--- src/rtl/mtp_pkg.sv ---
package mtp_pkg;

  localparam int unsigned CHAR_W = 8;
  localparam int unsigned MAC_W  = 48;
  localparam int unsigned BYTE_W = 8;
  localparam int unsigned NIB_W  = 4;

  localparam logic [CHAR_W-1:0] CHAR_SPACE = 8'h20;
  localparam logic [CHAR_W-1:0] CHAR_TAB   = 8'h09;
  localparam logic [CHAR_W-1:0] CHAR_CR    = 8'h0D;
  localparam logic [CHAR_W-1:0] CHAR_COLON = 8'h3A;
  localparam logic [CHAR_W-1:0] CHAR_DASH  = 8'h2D;
  localparam logic [CHAR_W-1:0] CHAR_ZERO  = 8'h30;
  localparam logic [CHAR_W-1:0] CHAR_NINE  = 8'h39;
  localparam logic [CHAR_W-1:0] CHAR_LA    = 8'h61;
  localparam logic [CHAR_W-1:0] CHAR_LF    = 8'h66;
  localparam logic [CHAR_W-1:0] CHAR_UA    = 8'h41;
  localparam logic [CHAR_W-1:0] CHAR_UF    = 8'h46;

  // Saturating 2-bit counters (segment length, pending whitespace)
  localparam logic [1:0] SAT2_MAX    = 2'd3;
  localparam logic [1:0] SEG_LEN_OK  = 2'd2;

  typedef enum logic [2:0] {
    ST_OK     = 3'd0,
    ST_EMPTY  = 3'd1,
    ST_LENGTH = 3'd2,
    ST_HEX    = 3'd3,
    ST_COUNT  = 3'd4
  } status_t;

  typedef struct packed {
    logic             blank;
    logic             sep;
    logic             hex;
    logic [NIB_W-1:0] nibble;
  } char_class_t;

  typedef struct packed {
    status_t          status;
    logic [MAC_W-1:0] mac_value;
  } result_t;

endpackage

--- src/rtl/mtp_if.sv ---
interface mtp_in_if;
  logic                       valid;
  logic                       ready;
  logic [mtp_pkg::CHAR_W-1:0] char_code;
  logic                       is_last;

  modport source(output valid, output char_code, output is_last, input ready);
  modport sink(input valid, input char_code, input is_last, output ready);
endinterface

interface mtp_out_if;
  logic                      valid;
  logic                      ready;
  logic [2:0]                status;
  logic [mtp_pkg::MAC_W-1:0] mac_value;

  modport source(output valid, output status, output mac_value, input ready);
  modport sink(input valid, input status, input mac_value, output ready);
endinterface

--- src/rtl/mtp_char_class.sv ---
module mtp_char_class (
  input  logic [mtp_pkg::CHAR_W-1:0] char_code,
  output mtp_pkg::char_class_t       cls
);

  logic is_dec;
  logic is_lower;
  logic is_upper;

  always_comb begin
    is_dec   = (char_code >= mtp_pkg::CHAR_ZERO) && (char_code <= mtp_pkg::CHAR_NINE);
    is_lower = (char_code >= mtp_pkg::CHAR_LA) && (char_code <= mtp_pkg::CHAR_LF);
    is_upper = (char_code >= mtp_pkg::CHAR_UA) && (char_code <= mtp_pkg::CHAR_UF);

    cls.blank = (char_code == mtp_pkg::CHAR_SPACE) ||
                ((char_code >= mtp_pkg::CHAR_TAB) && (char_code <= mtp_pkg::CHAR_CR));
    cls.sep   = (char_code == mtp_pkg::CHAR_COLON) || (char_code == mtp_pkg::CHAR_DASH);
    cls.hex   = is_dec || is_lower || is_upper;

    // Letters: low nibble of 'a'/'A' is 1, so add 9 to get 10..15
    if (is_dec) begin
      cls.nibble = char_code[mtp_pkg::NIB_W-1:0];
    end else begin
      cls.nibble = char_code[mtp_pkg::NIB_W-1:0] + 4'd9;
    end
  end

endmodule

--- src/rtl/mtp_seg_engine.sv ---
module mtp_seg_engine #(
  parameter int unsigned ADDRESS_BYTES = 6
) (
  input  logic                 clk,
  input  logic                 rst,
  input  logic                 step,
  input  logic                 is_last,
  input  mtp_pkg::char_class_t cls,
  output mtp_pkg::result_t     result
);

  localparam int unsigned COUNT_CAP = ADDRESS_BYTES + 1;
  localparam int unsigned CNT_W     = $clog2(COUNT_CAP + 1);
  localparam logic [CNT_W-1:0] CNT_CAP    = CNT_W'(COUNT_CAP);
  localparam logic [CNT_W-1:0] CNT_TARGET = CNT_W'(ADDRESS_BYTES);

  typedef struct packed {
    logic [2:0]                  first_error;
    logic [CNT_W-1:0]            segment_count;
    logic [mtp_pkg::MAC_W-1:0]   address_shift;
  } acc_t;

  logic                         seen_text;
  logic [1:0]                   segment_length;
  logic                         segment_bad_digit;
  logic [mtp_pkg::BYTE_W-1:0]   segment_byte;
  logic [1:0]                   pending_spaces;
  logic [CNT_W-1:0]             segment_count;
  logic [2:0]                   first_error;
  logic [mtp_pkg::MAC_W-1:0]    address_shift;

  logic                         seen_text_next;
  logic [1:0]                   segment_length_next;
  logic                         segment_bad_digit_next;
  logic [mtp_pkg::BYTE_W-1:0]   segment_byte_next;
  logic [1:0]                   pending_spaces_next;
  logic [CNT_W-1:0]             segment_count_next;
  logic [2:0]                   first_error_next;
  logic [mtp_pkg::MAC_W-1:0]    address_shift_next;

  acc_t acc_mid;
  acc_t acc_end;
  logic [2:0] status_code;

  function automatic logic [1:0] sat_add(input logic [1:0] a, input logic [1:0] b);
    logic [2:0] s;
    s = {1'b0, a} + {1'b0, b};
    return s[2] ? mtp_pkg::SAT2_MAX : s[1:0];
  endfunction

  // Judge the open segment and fold it into the accumulated result
  function automatic acc_t close_seg(input acc_t a, input logic [1:0] len,
                                     input logic bad, input logic [mtp_pkg::BYTE_W-1:0] sbyte);
    acc_t r;
    r = a;
    if (a.first_error == 3'(mtp_pkg::ST_OK)) begin
      if (len != mtp_pkg::SEG_LEN_OK) begin
        r.first_error = 3'(mtp_pkg::ST_LENGTH);
      end else if (bad) begin
        r.first_error = 3'(mtp_pkg::ST_HEX);
      end else begin
        r.address_shift = {a.address_shift[mtp_pkg::MAC_W-mtp_pkg::BYTE_W-1:0], sbyte};
        if (a.segment_count < CNT_CAP) begin
          r.segment_count = a.segment_count + CNT_W'(1);
        end
      end
    end
    return r;
  endfunction

  always_comb begin
    seen_text_next         = seen_text;
    segment_length_next    = segment_length;
    segment_bad_digit_next = segment_bad_digit;
    segment_byte_next      = segment_byte;
    pending_spaces_next    = pending_spaces;
    acc_mid = '{first_error: first_error, segment_count: segment_count,
                address_shift: address_shift};

    if (cls.blank) begin
      if (seen_text && (pending_spaces != mtp_pkg::SAT2_MAX)) begin
        pending_spaces_next = pending_spaces + 2'd1;
      end
    end else begin
      seen_text_next = 1'b1;
      if (pending_spaces != 2'd0) begin
        // Interior whitespace: count it into the segment and spoil it
        segment_length_next    = sat_add(segment_length, pending_spaces);
        segment_bad_digit_next = 1'b1;
        pending_spaces_next    = 2'd0;
      end
      if (cls.sep) begin
        acc_mid = close_seg(acc_mid, segment_length_next, segment_bad_digit_next,
                            segment_byte_next);
        segment_length_next    = 2'd0;
        segment_bad_digit_next = 1'b0;
        segment_byte_next      = '0;
      end else begin
        segment_length_next = sat_add(segment_length_next, 2'd1);
        if (cls.hex) begin
          segment_byte_next = {segment_byte_next[mtp_pkg::NIB_W-1:0], cls.nibble};
        end else begin
          segment_bad_digit_next = 1'b1;
        end
      end
    end

    segment_count_next = acc_mid.segment_count;
    first_error_next   = acc_mid.first_error;
    address_shift_next = acc_mid.address_shift;

    // End of text: close the final segment and form the status
    acc_end = close_seg(acc_mid, segment_length_next, segment_bad_digit_next,
                        segment_byte_next);
    if (!seen_text_next) begin
      status_code = 3'(mtp_pkg::ST_EMPTY);
    end else if ((acc_end.first_error == 3'(mtp_pkg::ST_OK)) &&
                 (acc_end.segment_count != CNT_TARGET)) begin
      status_code = 3'(mtp_pkg::ST_COUNT);
    end else begin
      status_code = acc_end.first_error;
    end

    result.status = mtp_pkg::status_t'(status_code);
    if (status_code == 3'(mtp_pkg::ST_OK)) begin
      result.mac_value = acc_end.address_shift;
    end else begin
      result.mac_value = '0;
    end
  end

  always_ff @(posedge clk) begin
    if (rst || (step && is_last)) begin
      seen_text         <= 1'b0;
      segment_length    <= 2'd0;
      segment_bad_digit <= 1'b0;
      segment_byte      <= '0;
      pending_spaces    <= 2'd0;
      segment_count     <= '0;
      first_error       <= 3'(mtp_pkg::ST_OK);
      address_shift     <= '0;
    end else if (step) begin
      seen_text         <= seen_text_next;
      segment_length    <= segment_length_next;
      segment_bad_digit <= segment_bad_digit_next;
      segment_byte      <= segment_byte_next;
      pending_spaces    <= pending_spaces_next;
      segment_count     <= segment_count_next;
      first_error       <= first_error_next;
      address_shift     <= address_shift_next;
    end
  end

endmodule

--- src/rtl/mac_address_text_parser_top.sv ---
// MAC address text parser.
//
// Channel chars (sink): one ASCII character per transaction, with is_last
// marking the final character of the text. Channel results (source): one
// transaction per text, carrying status (0 ok, 1 empty, 2 segment length,
// 3 non-hex digit, 4 segment count) and mac_value, first segment in the
// top byte and zero unless the status is ok.
//
// Each character is captured in an input register at the edge that takes
// it, then classified and folded into the segment state when it leaves that
// register; the result of a last character is written to the output register
// at that same edge. One character is taken every cycle, unless a last
// character waits in the input register for a stalled receiver.
//
// A stalled receiver only holds back a last character waiting in the input
// register; ordinary characters keep flowing while a result waits. After a
// result the segment state returns to its reset values, ready for the next
// text. Reset (rst, synchronous) empties both registers and clears state.
module mac_address_text_parser_top #(
  parameter int unsigned ADDRESS_BYTES = 6
) (
  input logic       clk,
  input logic       rst,
  mtp_in_if.sink    chars,
  mtp_out_if.source results
);

  logic                       s1_valid;
  logic [mtp_pkg::CHAR_W-1:0] s1_char;
  logic                       s1_last;

  logic                       out_valid;
  mtp_pkg::result_t           out_data;

  logic                       out_space;
  logic                       s1_go;
  logic                       accept;

  mtp_pkg::char_class_t       cls;
  mtp_pkg::result_t           result;

  // Advance the input register unless it holds a last character with
  // nowhere to put its result
  assign out_space   = !out_valid || results.ready;
  assign s1_go       = s1_valid && (!s1_last || out_space);
  assign chars.ready = !s1_valid || s1_go;
  assign accept      = chars.valid && chars.ready;

  always_ff @(posedge clk) begin
    if (rst) begin
      s1_valid <= 1'b0;
    end else if (accept) begin
      s1_valid <= 1'b1;
    end else if (s1_go) begin
      s1_valid <= 1'b0;
    end
  end

  always_ff @(posedge clk) begin
    if (accept) begin
      s1_char <= chars.char_code;
      s1_last <= chars.is_last;
    end
  end

  mtp_char_class u_class (
    .char_code (s1_char),
    .cls       (cls)
  );

  mtp_seg_engine #(
    .ADDRESS_BYTES (ADDRESS_BYTES)
  ) u_engine (
    .clk     (clk),
    .rst     (rst),
    .step    (s1_go),
    .is_last (s1_last),
    .cls     (cls),
    .result  (result)
  );

  // Output register: load on a finished text, drop once taken
  always_ff @(posedge clk) begin
    if (rst) begin
      out_valid <= 1'b0;
    end else if (s1_go && s1_last) begin
      out_valid <= 1'b1;
    end else if (results.ready) begin
      out_valid <= 1'b0;
    end
  end

  always_ff @(posedge clk) begin
    if (s1_go && s1_last) begin
      out_data <= result;
    end
  end

  assign results.valid     = out_valid;
  assign results.status    = 3'(out_data.status);
  assign results.mac_value = out_data.mac_value;

endmodule
--- src/flat_wrapper.sv ---
// flat-port wrapper written by rule: the top's interface ports become plain ports
module mac_address_text_parser_top_flat 
#(
  parameter int unsigned ADDRESS_BYTES = 6
)
  (clk, rst, chars_valid, chars_char_code, chars_is_last, chars_ready, results_valid, results_status, results_mac_value, results_ready);
  mtp_in_if chars_i ();
  mtp_out_if results_i ();
  input logic clk;
  input logic rst;
  input wire logic [$bits(chars_i.valid)-1:0] chars_valid;
  input wire logic [$bits(chars_i.char_code)-1:0] chars_char_code;
  input wire logic [$bits(chars_i.is_last)-1:0] chars_is_last;
  output wire logic [$bits(chars_i.ready)-1:0] chars_ready;
  output wire logic [$bits(results_i.valid)-1:0] results_valid;
  output wire logic [$bits(results_i.status)-1:0] results_status;
  output wire logic [$bits(results_i.mac_value)-1:0] results_mac_value;
  input wire logic [$bits(results_i.ready)-1:0] results_ready;
  assign chars_i.valid = chars_valid;
  assign chars_i.char_code = chars_char_code;
  assign chars_i.is_last = chars_is_last;
  assign chars_ready = chars_i.ready;
  assign results_valid = results_i.valid;
  assign results_status = results_i.status;
  assign results_mac_value = results_i.mac_value;
  assign results_i.ready = results_ready;
  mac_address_text_parser_top #(.ADDRESS_BYTES(ADDRESS_BYTES)) u_core (.clk(clk), .rst(rst), .chars(chars_i), .results(results_i));
endmodule
--- config.mk ---
export PLATFORM = sky130hd
export DESIGN_NAME = mac_address_text_parser_top_flat
export DESIGN_NICKNAME = d
export VERILOG_FILES = /design/src/rtl/mtp_pkg.sv /design/src/rtl/mtp_if.sv /design/src/rtl/mtp_char_class.sv /design/src/rtl/mtp_seg_engine.sv /design/src/rtl/mac_address_text_parser_top.sv /design/src/flat_wrapper.sv
export SDC_FILE = /design/constraint.sdc
export NUM_CORES = 1
export LEC_CHECK = 0
export BUFFER_PORTS_ARGS = -buffer_cell sky130_fd_sc_hd__buf_2
export CAP_MARGIN = 30
export CELL_PAD_IN_SITES_DETAIL_PLACEMENT = 1
export CELL_PAD_IN_SITES_GLOBAL_PLACEMENT = 2
export CORE_ASPECT_RATIO = 0.8
export CORE_MARGIN = 1
export CORE_UTILIZATION = 40
export CTS_CLUSTER_DIAMETER = 150
export CTS_CLUSTER_SIZE = 16
export DETAILED_ROUTE_END_ITERATION = 7
export PLACE_DENSITY = 0.87
export SLEW_MARGIN = 40
export SYNTH_ARGS = -nofsm -noshare
export SYNTH_HDL_FRONTEND = slang
export SYNTH_SLANG_ARGS = --single-unit
--- constraint.sdc ---
create_clock -name clk -period 5.5 [get_ports clk]
set_input_delay 0.275 -clock clk [delete_from_list [all_inputs] [get_ports clk]]
set_output_delay 0.275 -clock clk [all_outputs]
set_load 0.03 [all_outputs]
==> impl_metrics.env, run 1 <==
export IMPL_multi_input_area_um2=2660
export IMPL_internal_power_mw=1.77
export IMPL_synthArstFlopShare=0
export IMPL_setup_tns_ns=0
export IMPL_min_path_type="input pin to register"
export IMPL_cts_made_buffers=17
export IMPL_synthTopCellsByCount="116 x nand2_1, 77 x nor2_1, 73 x a21oi_1"
export IMPL_p_sw_frac=0.217
export IMPL_post_route_period_util=0.813
export IMPL_vias_per_cell=5.39
export IMPL_cp_max_fo=15
export IMPL_cts_tree="built"
export IMPL_hold_viol_final=0
export IMPL_antenna_found_initial=0
export IMPL_cts_max_level=4
export IMPL_fp_dieW_um=139
export IMPL_pwr_share_comb=0.042
export IMPL_hold_ws_ns=0.0252
export IMPL_netlist_instances=630
export IMPL_synth_edff_count=60
export IMPL_grt_max_degree=54
export IMPL_ys_types=58
export IMPL_slew_headroom=0.467
export IMPL_path_clk_slew_ns=0.06
export IMPL_dp_hpwl_um=9900
export IMPL_dieArea_um2=15600
export IMPL_io_pins=66
export IMPL_avgSynthCellArea_um2=9.60
export IMPL_register_area_um2=3200
export IMPL_rsz0062_at_grt="no"
export IMPL_place_congestion=0.818
export IMPL_diodes=0
export IMPL_worstSetupEndpointType="register"
export IMPL_tightest_slew_ns=0.800
export IMPL_fillerInstances=1665
export IMPL_synth_nets=653
export IMPL_num_vias=4762
export IMPL_grt_ovfl_total=0
export IMPL_drcViolationCount=0
export IMPL_port_buffers=65
export IMPL_ant_nets=0
export IMPL_fmax_mhz=224
export IMPL_skew_ns=0.00747
export IMPL_clock_latency_ns=0.43
export IMPL_cts_buffer_depth=2
export IMPL_crit_type="register to register"
export IMPL_grt_total_usage=0.207
export IMPL_synth_most_common_cell="nand2_1"
export IMPL_synth_largest_area_cell="edfxtp_1"
export IMPL_yosys_area_top_type_share=0.298
export IMPL_cp_required_ns=5.74
export IMPL_fin_crit_ns=4.47
export IMPL_first_pass_iters=5
export IMPL_ir_worst_vdd_mv=0.209
export IMPL_drv_cap=0
export IMPL_p_sw_mw=0.491
export IMPL_syn_area_um2=6050
export IMPL_core_um2=14500
export IMPL_synth_area_top_cells="edfxtp_1 30%, dfxtp_1 23%, mux2i_1 7.3%"
export IMPL_status="finished clean"
export IMPL_post_route_util=0.492
export IMPL_ctsResizeCount=0
export IMPL_cts_num_sinks=130
export IMPL_wl_per_cell_um=17.2
export IMPL_p_per_area_nw_per_um2=316
export IMPL_num_rows=39
export IMPL_maxSlewViolCount=0
export IMPL_power_leakage_nw=2.48
export IMPL_clk_root_buffer_cell="clkbuf_16"
export IMPL_drt_initial_drc_count=269
export IMPL_synthToLayoutAreaGrowth_pct=18.4
export IMPL_die_h_um=112
export IMPL_finalWirelength_um=15200
export IMPL_drive_above_1_share=0.187
export IMPL_setup_viol=0
export IMPL_grt_pass1_wl_um=24700
export IMPL_initial_utilization=0.416
export IMPL_clock_power_share=0.501
export IMPL_grt_pass1_vias=4768
export IMPL_cp_start_kind="register"
export IMPL_synth_seq_area_share=0.530
export IMPL_synth_seq_cells=130
export IMPL_ys_warn_count=0
export IMPL_nets=709
export IMPL_synth_main_ff_cell="dfxtp_1"
export IMPL_pwr_share_seq=0.457
export IMPL_critPathArrivalTime_ns=4.71
through the flow:
stage	cells	area [um^2]	setup slack [ns]	total power, mW
2_1_floorplan	630	6050	1.88	1.12
4_1_cts	882	7140	0.810	2.29
6_report	883	7160	1.03	2.26
3_5_place_dp	846	6510	0.872	1.14
5_1_grt	883	7160	0.734	2.34
3_3_place_gp	846	6510	1.17	1.14
timing repair:
action	4_1_cts	5_1_grt
buffers inserted	0	0
endpoints found under the hold margin	4	0
hold buffers	4	0
metal layers:
| layer | part of all wire | routed length, um | track usage |
|---|---|---|---|
| met3 | 0.040 | 613 | 0.0439 |
| met2 | 0.45 | 6880 | 0.329 |
| met1 | 0.49 | 7490 | 0.274 |
| met5 | 0 | 0 | 0 |
| met4 | 0.013 | 196 | 0.0874 |
placed cells by master, fill, tap and decap left out, types with 8 or more instances in the layout:
master	netlist	routed
clkbuf_16	0	17
nand3_1	8	8
a21oi_1	73	73
buf_4	0	8
inv_1	11	11
ha_1	9	9
mux2_2	13	13
nand2_1	116	116
dfxtp_1	70	70
nor2_1	77	76
a211oi_1	8	8
nor3_1	8	8
mux2i_1	44	44
o21ai_0	14	13
edfxtp_1	60	60
buf_2	5	65
power groups by stage:
stage	sequential, mW	clock (mW)	combinational (mW)
detailed placement	1.05	0	0.0912
global placement	1.05	0	0.0886
CTS	1.03	1.16	0.0939
global route	1.03	1.20	0.104
finish	1.03	1.13	0.0943
floorplan	1.06	0	0.0565
state kept, by name (all words and copies together) (netlist names):
signal and flops:
u_core.s1_char 8, u_core.u_engine.segment_bad_digit 1, u_core.u_engine.segment_count 3, u_core.u_engine.segment_length 2
u_core.results.status 3, u_core.results.valid 1, u_core.results.mac_value 48, u_core.s1_last 1
u_core.u_engine.seen_text 1, u_core.u_engine.segment_byte 8, u_core.u_engine.pending_spaces 2, u_core.u_engine.address_shift 48
u_core.s1_valid 1, u_core.u_engine.first_error 3
kinds of logic (layout without fill, tap and decap cells):
kind of cell             after synthesis  count (layout)  share of synthesized area
buffers and inverters                 52             121                     0.0358
AO/OA/AOI/OAI                        130             130                      0.133
flip-flops                           130             130                      0.530
adder cells (fa/ha/maj)               10              10                     0.0219
multiplexers                          57              57                     0.0970
AND/OR/NAND/NOR                      250             250                      0.181
XOR/XNOR                               1               1                    0.00145
path summary, 6_finish.rpt:
kind | from | endpoint | slack [ns] | cells past startpoint
setup / recovery | u_core.u_engine.pending_spaces[1]$_SDFFE_PP0P_ | u_core.results.mac_value[0]$_SDFFCE_PP0P_ | 1.03 | 12
hold / removal | chars_char_code[0] | u_core.s1_char[0]$_DFFE_PP_ | 0.03 | 1
setup reg to reg | u_core.u_engine.pending_spaces[1]$_SDFFE_PP0P_ | u_core.results.mac_value[0]$_SDFFCE_PP0P_ | 1.03 | 12
hold reg to reg | u_core.u_engine.address_shift[46]$_SDFFE_PP0P_ | u_core.u_engine.address_shift[46]$_SDFFE_PP0P_ | 0.46 | 2
worst max-delay path: stages, from the launching register on:
cell and delay [ns]:
dfxtp_1 0.37, inv_1 0.08, ha_1 0.34, nand2b_1 0.26, nor3_1 0.42, and2_1 0.54, a31oi_1 0.21, ha_1 0.27
a2111o_1 0.40, a2111oi_2 0.52, o2111ai_4 0.36, buf_6 0.29, a211oi_1 0.21
cell type report:
class	instances	area share
inverter	11	0.00577
sequential	130	0.447
clock inverter	11	0.0190
timing repair buffer	78	0.0610
tap	184	0.0322
multi-input combinational	448	0.372
clock buffer	21	0.0629
No activity file was read; power rests on OpenSTA's default activity.
==> run 2: changes to the inputs <==
--- a/config.mk
+++ b/config.mk
@@ -11,11 +11,11 @@
 export CELL_PAD_IN_SITES_GLOBAL_PLACEMENT = 2
 export CORE_ASPECT_RATIO = 0.8
 export CORE_MARGIN = 1
-export CORE_UTILIZATION = 40
+export CORE_UTILIZATION = 37
 export CTS_CLUSTER_DIAMETER = 150
 export CTS_CLUSTER_SIZE = 16
 export DETAILED_ROUTE_END_ITERATION = 7
-export PLACE_DENSITY = 0.87
+export PLACE_DENSITY = 0.81
 export SLEW_MARGIN = 40
 export SYNTH_ARGS = -nofsm -noshare
 export SYNTH_HDL_FRONTEND = slang
==> constraint.sdc (replaced) <==
create_clock -name clk -period 4.2 [get_ports clk]
set_input_delay 0.21 -clock clk [delete_from_list [all_inputs] [get_ports clk]]
set_output_delay 0.21 -clock clk [all_outputs]
set_load 0.03 [all_outputs]
==> run 2 against run 1 <==
Effect of this change:
- combinational power is 39% higher
- via count increased by 1.6%
- wire length grew 4.5%
- flip-flop and latch count did not move
- die area up 8.0%
- global-route usage down 0.86 points
- sequential power up 31%
- clock power grew 34%
- register-to-register slack worse by 0.82 ns
- critical endpoint is now u_core.results.mac_value[33]$_SDFFCE_PP0P_
==> impl_metrics.env, run 2 (synthesis gave the netlist of run 1 again) <==
export IMPL_reg2reg_depth=12
export IMPL_fin_crit_ns=3.99
export IMPL_vias_per_cell=5.21
export IMPL_core_um2=15900
export IMPL_first_pass_iters=4
export IMPL_crit_type="register to register"
export IMPL_grt_pass1_wl_um=26100
export IMPL_fp_dieW_um=145
export IMPL_grt_ovfl_total=0
export IMPL_cp_start_kind="register"
export IMPL_drt_initial_drc_count=246
export IMPL_worst_slack_ns=0.208
export IMPL_setup_tns_ns=0
export IMPL_reg2reg_to="u_core.results.mac_value[33]$_SDFFCE_PP0P_"
export IMPL_cp_cell_sequence="inv_1 > ha_1 > and3b_1 > o2111a_2 > a31oi_1 > or2_2 > ha_1 > a2111o_1 > a2111oi_2 > o2111ai_4 > buf_6 > nor2_1"
export IMPL_holdPathEnd="u_core.s1_valid$_SDFFE_PP0P_"
export IMPL_critPathArrivalTime_ns=4.26
export IMPL_ff2ff_setup_slack_ns=0.21
export IMPL_antenna_found_initial=0
export IMPL_p_per_area_nw_per_um2=408
export IMPL_dp_slack_ns=0.0845
export IMPL_cts_max_level=4
export IMPL_grt_total_usage=0.198
export IMPL_wl_per_cell_um=17.1
export IMPL_dieArea_um2=16900
export IMPL_post_route_period_util=0.950
export IMPL_drive_above_1_share=0.199
export IMPL_status="finished clean"
export IMPL_fmax_mhz=251
export IMPL_min_path_type="input pin to register"
export IMPL_final_common_cell="nand2_1"
export IMPL_clk_root_buffer_cell="clkbuf_16"
export IMPL_power_leakage_nw=2.52
export IMPL_grt_pass1_vias=5016
export IMPL_final_cells=928
export IMPL_drv_cap=0
export IMPL_cts_num_sinks=130
export IMPL_die_h_um=116
export IMPL_ir_worst_vdd_mv=0.262
export IMPL_layout_common_cells="116 x nand2_1, 77 x nor2_1, 73 x a21oi_1"
export IMPL_setup_viol=0
export IMPL_nets=723
export IMPL_diodes=0
export IMPL_crit_family="compound AO/OA/AOI/OAI gates"
export IMPL_cp_max_fo=28
export IMPL_finalWirelength_um=15900
export IMPL_dp_cells=886
export IMPL_path_clk_slew_ns=0.06
export IMPL_dp_hpwl_um=10700
export IMPL_slew_headroom=0.523
export IMPL_critPathBufInv=2
export IMPL_tightest_slew_ns=0.716
export IMPL_worst_path_most_repeated_cell="ha_1"
export IMPL_skew_ns=0.00614
export IMPL_cts_made_buffers=17
export IMPL_maxSlewViolCount=0
export IMPL_grt_max_degree=53
export IMPL_num_rows=41
export IMPL_min_from="chars_valid"
export IMPL_ant_nets=0
export IMPL_rr_startpoint="u_core.s1_char[1]$_DFFE_PP_"
export IMPL_hold_viol_final=0
export IMPL_port_buffers=65
export IMPL_initial_utilization=0.381
export IMPL_cts_setup_buffers=0
export IMPL_cp_required_ns=4.46
export IMPL_holdPathStages=3
export IMPL_clock_latency_ns=0.42
export IMPL_crit_path_max_incr_delay_ns=0.48
export IMPL_crit_slowest_cell="a2111oi_2"
export IMPL_rsz0062_at_grt="no"
export IMPL_cts_tree="built"
export IMPL_worstSetupEndpointType="register"
export IMPL_num_vias=4839
export IMPL_place_congestion=0.917
export IMPL_cts_buffer_depth=2
export IMPL_drcViolationCount=0
export IMPL_synthToLayoutAreaGrowth_pct=21.3
export IMPL_io_pins=66
## run 2: worst max path at each step
stage	from	endpoint	slack [ns]	cells after the start
2_1_floorplan	u_core.s1_char[0]$_DFFE_PP_	u_core.results.mac_value[28]$_SDFFCE_PP0P_	0.58	14
3_3_place_gp	u_core.s1_char[0]$_DFFE_PP_	u_core.results.mac_value[21]$_SDFFCE_PP0P_	0.41	12
3_5_place_dp	u_core.s1_char[1]$_DFFE_PP_	u_core.results.mac_value[21]$_SDFFCE_PP0P_	0.08	12
4_1_cts	u_core.s1_char[0]$_DFFE_PP_	u_core.results.mac_value[33]$_SDFFCE_PP0P_	0.06	12
5_1_grt	u_core.s1_char[1]$_DFFE_PP_	u_core.results.mac_value[33]$_SDFFCE_PP0P_	0.0009	12
6_report	u_core.s1_char[1]$_DFFE_PP_	u_core.results.mac_value[33]$_SDFFCE_PP0P_	0.21	12
## run 2: timing repair
| action | 4_1_cts | 5_1_grt |
|---|---|---|
| endpoints found under the hold margin | 11 | 0 |
| hold buffers | 10 | 0 |
| endpoints found under the setup margin | 0 | 40 |
| resized for setup | 0 | 2 |
## run 2: layer usage
metal | share of wire | wire [um] | GRT usage
met1 | 0.48 | 7660 | 0.256
met4 | 0.011 | 170 | 0.0574
met3 | 0.038 | 595 | 0.0484
met5 | 0 | 0 | 0
met2 | 0.47 | 7420 | 0.333
## run 2: cell type report
cell class                      instances  area [um^2]
Fill cell                            1780         8510
Inverter                               11         41.3
Timing Repair Buffer                   92          569
Tap cell                              215          269
Multi-Input combinational cell        448         2660
Clock buffer                           17          425
Sequential cell                       130         3200
Clock inverter                         15          171
## run 2: per-stage QoR
step	utilization	cell area [um^2]	power, mW	hold WS, ns
detailed placement	0.419	6640	1.50	0.389
global placement	0.418	6630	1.50	0.386
floorplan	-	6050	1.46	0.279
CTS	0.463	7330	3.02	0.0546
global route	0.463	7340	3.09	0.0816
finish	0.463	7340	2.99	0.0685
## run 2: worst reg2reg max path: stages (launching register included)
cell	delay [ns]
edfxtp_1	0.46
inv_1	0.12
ha_1	0.24
and3b_1	0.28
o2111a_2	0.34
a31oi_1	0.20
or2_2	0.36
ha_1	0.22
a2111o_1	0.42
a2111oi_2	0.48
o2111ai_4	0.25
buf_6	0.26
nor2_1	0.19
## run 2: power by group
| part | internal (mW) | switching [mW] |
|---|---|---|
| registers | 1.34 | 0.0173 |
| clock network | 0.891 | 0.615 |
| logic | 0.0449 | 0.0857 |
| total | 2.27 | 0.718 |
==> run 3: changes to the inputs <==
--- a/config.mk
+++ b/config.mk
@@ -11,11 +11,11 @@
 export CELL_PAD_IN_SITES_GLOBAL_PLACEMENT = 2
 export CORE_ASPECT_RATIO = 0.8
 export CORE_MARGIN = 1
-export CORE_UTILIZATION = 37
+export CORE_UTILIZATION = 40
 export CTS_CLUSTER_DIAMETER = 150
-export CTS_CLUSTER_SIZE = 16
+export CTS_CLUSTER_SIZE = 28
 export DETAILED_ROUTE_END_ITERATION = 7
-export PLACE_DENSITY = 0.81
+export PLACE_DENSITY = 0.87
 export SLEW_MARGIN = 40
 export SYNTH_ARGS = -nofsm -noshare
 export SYNTH_HDL_FRONTEND = slang
==> constraint.sdc (replaced) <==
create_clock -name clk -period 4.6 [get_ports clk]
set_input_delay 0.23 -clock clk [delete_from_list [all_inputs] [get_ports clk]]
set_output_delay 0.23 -clock clk [all_outputs]
set_load 0.03 [all_outputs]
==> run 3 against run 2 <==
Effect of this change:
- sequential share of layout area is 0.41 points higher
- first-iteration DRC count is 9.3% higher
- worst hold slack better by 0.028 ns
- via count is 1.0% lower
- critical path depth stayed put
- cell area is 0.92% lower
- fmax is 3.1% lower
- global-route usage is 1.1 points higher
- wire length is 3.6% lower
- cell count is 4.0% lower
- largest power group unchanged
==> impl_metrics.env, run 3 (synthesis gave the netlist of run 1 again) <==
export IMPL_fin_crit_ns=4.12
export IMPL_port_buffers=65
export IMPL_dieArea_um2=15600
export IMPL_fillerInstances=1636
export IMPL_drv_cap=0
export IMPL_slew_headroom=0.498
export IMPL_fmax_mhz=243
export IMPL_die_h_um=112
export IMPL_cp_cell_sequence="inv_1 > ha_1 > and3b_2 > o2111a_1 > a31oi_1 > or2_2 > ha_1 > a2111o_1 > a2111oi_2 > o2111ai_4 > buf_4 > nor2_1"
export IMPL_crit_type="register to register"
export IMPL_ir_worst_vdd_mv=0.259
export IMPL_antenna_found_initial=0
export IMPL_cts_buffer_depth=2
export IMPL_reg2reg_depth=12
export IMPL_power_leakage_nw=2.52
export IMPL_tightest_slew_ns=0.753
export IMPL_p_per_area_nw_per_um2=384
export IMPL_rr_startpoint="u_core.s1_char[0]$_DFFE_PP_"
export IMPL_holdPathStages=3
export IMPL_initial_utilization=0.416
export IMPL_finalWirelength_um=15300
export IMPL_core_um2=14500
export IMPL_cp_max_fo=38
export IMPL_cp_required_ns=4.87
export IMPL_place_congestion=0.865
export IMPL_final_cell_area_um2=7270
export IMPL_cts_num_sinks=130
export IMPL_skew_ns=0.00872
export IMPL_nets=717
export IMPL_num_vias=4789
export IMPL_min_from="chars_valid"
export IMPL_synthToLayoutAreaGrowth_pct=20.2
export IMPL_num_rows=39
export IMPL_final_common_cell="nand2_1"
export IMPL_diodes=0
export IMPL_rsz0062_at_grt="no"
export IMPL_crit_slowest_cell="edfxtp_1"
export IMPL_cts_max_level=4
export IMPL_grt_pass1_vias=4851
export IMPL_clk_root_buffer_cell="clkbuf_16"
export IMPL_grt_total_usage=0.210
export IMPL_crit_start="u_core.s1_char[0]$_DFFE_PP_"
export IMPL_worst_path_most_repeated_cell="ha_1"
export IMPL_first_pass_iters=4
export IMPL_hold_ws_ns=0.0967
export IMPL_post_route_period_util=0.895
export IMPL_vias_per_cell=5.37
export IMPL_hold_viol_final=0
export IMPL_grt_pass1_wl_um=25400
export IMPL_fp_dieW_um=139
export IMPL_grt_ovfl_total=0
export IMPL_cp_start_kind="register"
export IMPL_final_cells=891
export IMPL_status="finished clean"
export IMPL_dp_cells=849
export IMPL_min_path_type="input pin to register"
export IMPL_dp_hpwl_um=9970
export IMPL_critPathArrivalTime_ns=4.39
export IMPL_ant_nets=0
export IMPL_dpl_instance_area_um2=6530
export IMPL_drive_above_1_share=0.192
export IMPL_wl_per_cell_um=17.2
export IMPL_clock_latency_ns=0.42
export IMPL_drt_initial_drc_count=269
export IMPL_layout_common_cells="116 x nand2_1, 76 x nor2_1, 73 x a21oi_1"
export IMPL_ctsResizeCount=0
export IMPL_worstSetupEndpointType="register"
export IMPL_drcViolationCount=0
export IMPL_setup_tns_ns=0
export IMPL_grt_max_degree=69
export IMPL_setup_viol=0
export IMPL_maxSlewViolCount=0
export IMPL_path_clk_slew_ns=0.06
export IMPL_io_pins=66
export IMPL_cts_tree="built"
export IMPL_crit_path_max_incr_delay_ns=0.48
export IMPL_cts_made_buffers=17
[run 3: power breakdown]
group          total (mW)  internal, mW  switching [mW]  leakage [nW]
Sequential           1.24          1.22          0.0151          1.18
Clock                1.44         0.920           0.519         0.299
Combinational       0.115        0.0391          0.0759          1.03
[run 3: worst max-delay path, delay by kind of cell (launching register included)]
| kind | cells | cell delay (ns) |
|---|---|---|
| flip-flops | 1 | 0.48 |
| AO/OA/AOI/OAI | 5 | 1.77 |
| adder cells (fa/ha/maj) | 2 | 0.41 |
| buffers and inverters | 2 | 0.51 |
| AND/OR/NAND/NOR | 3 | 0.79 |
[run 3: final cells by class]
class | count | area [um^2] | area share
well taps | 184 | 230 | 0.0317
clock buffers | 19 | 443 | 0.0609
multi-input cells | 448 | 2660 | 0.366
repair buffers | 86 | 508 | 0.0699
clock inverters | 13 | 184 | 0.0253
inverters | 11 | 41.3 | 0.00568
flip-flops and latches | 130 | 3200 | 0.441
[run 3: final timing paths]
kind | to | slack, ns
worst min-delay path | u_core.s1_valid$_SDFFE_PP0P_ | 0.1
worst max-delay path | u_core.results.mac_value[36]$_SDFFCE_PP0P_ | 0.48
worst min register to register | u_core.u_engine.address_shift[45]$_SDFFE_PP0P_ | 0.46
worst max register to register | u_core.results.mac_value[36]$_SDFFCE_PP0P_ | 0.48
[run 3: metal layers]
layer,wire [um],GRT usage
met4,107,0.0704
met2,7120,0.336
met5,0,0
met1,7620,0.281
met3,437,0.0465
[run 3: repair_timing]
item	CTS	global route
setup endpoints to repair	0	0
endpoints found under the hold margin	11	0
setup buffers	0	0
hold buffers	10	0
[run 3: stage by stage]
step | setup slack, ns | utilization | power, mW
after floorplan | 0.980 | - | 1.33
after global placement | 0.722 | 0.449 | 1.36
after detailed placement | 0.502 | 0.449 | 1.37
after CTS | 0.471 | 0.499 | 2.81
after global routing | 0.265 | 0.500 | 2.88
final | 0.482 | 0.500 | 2.79
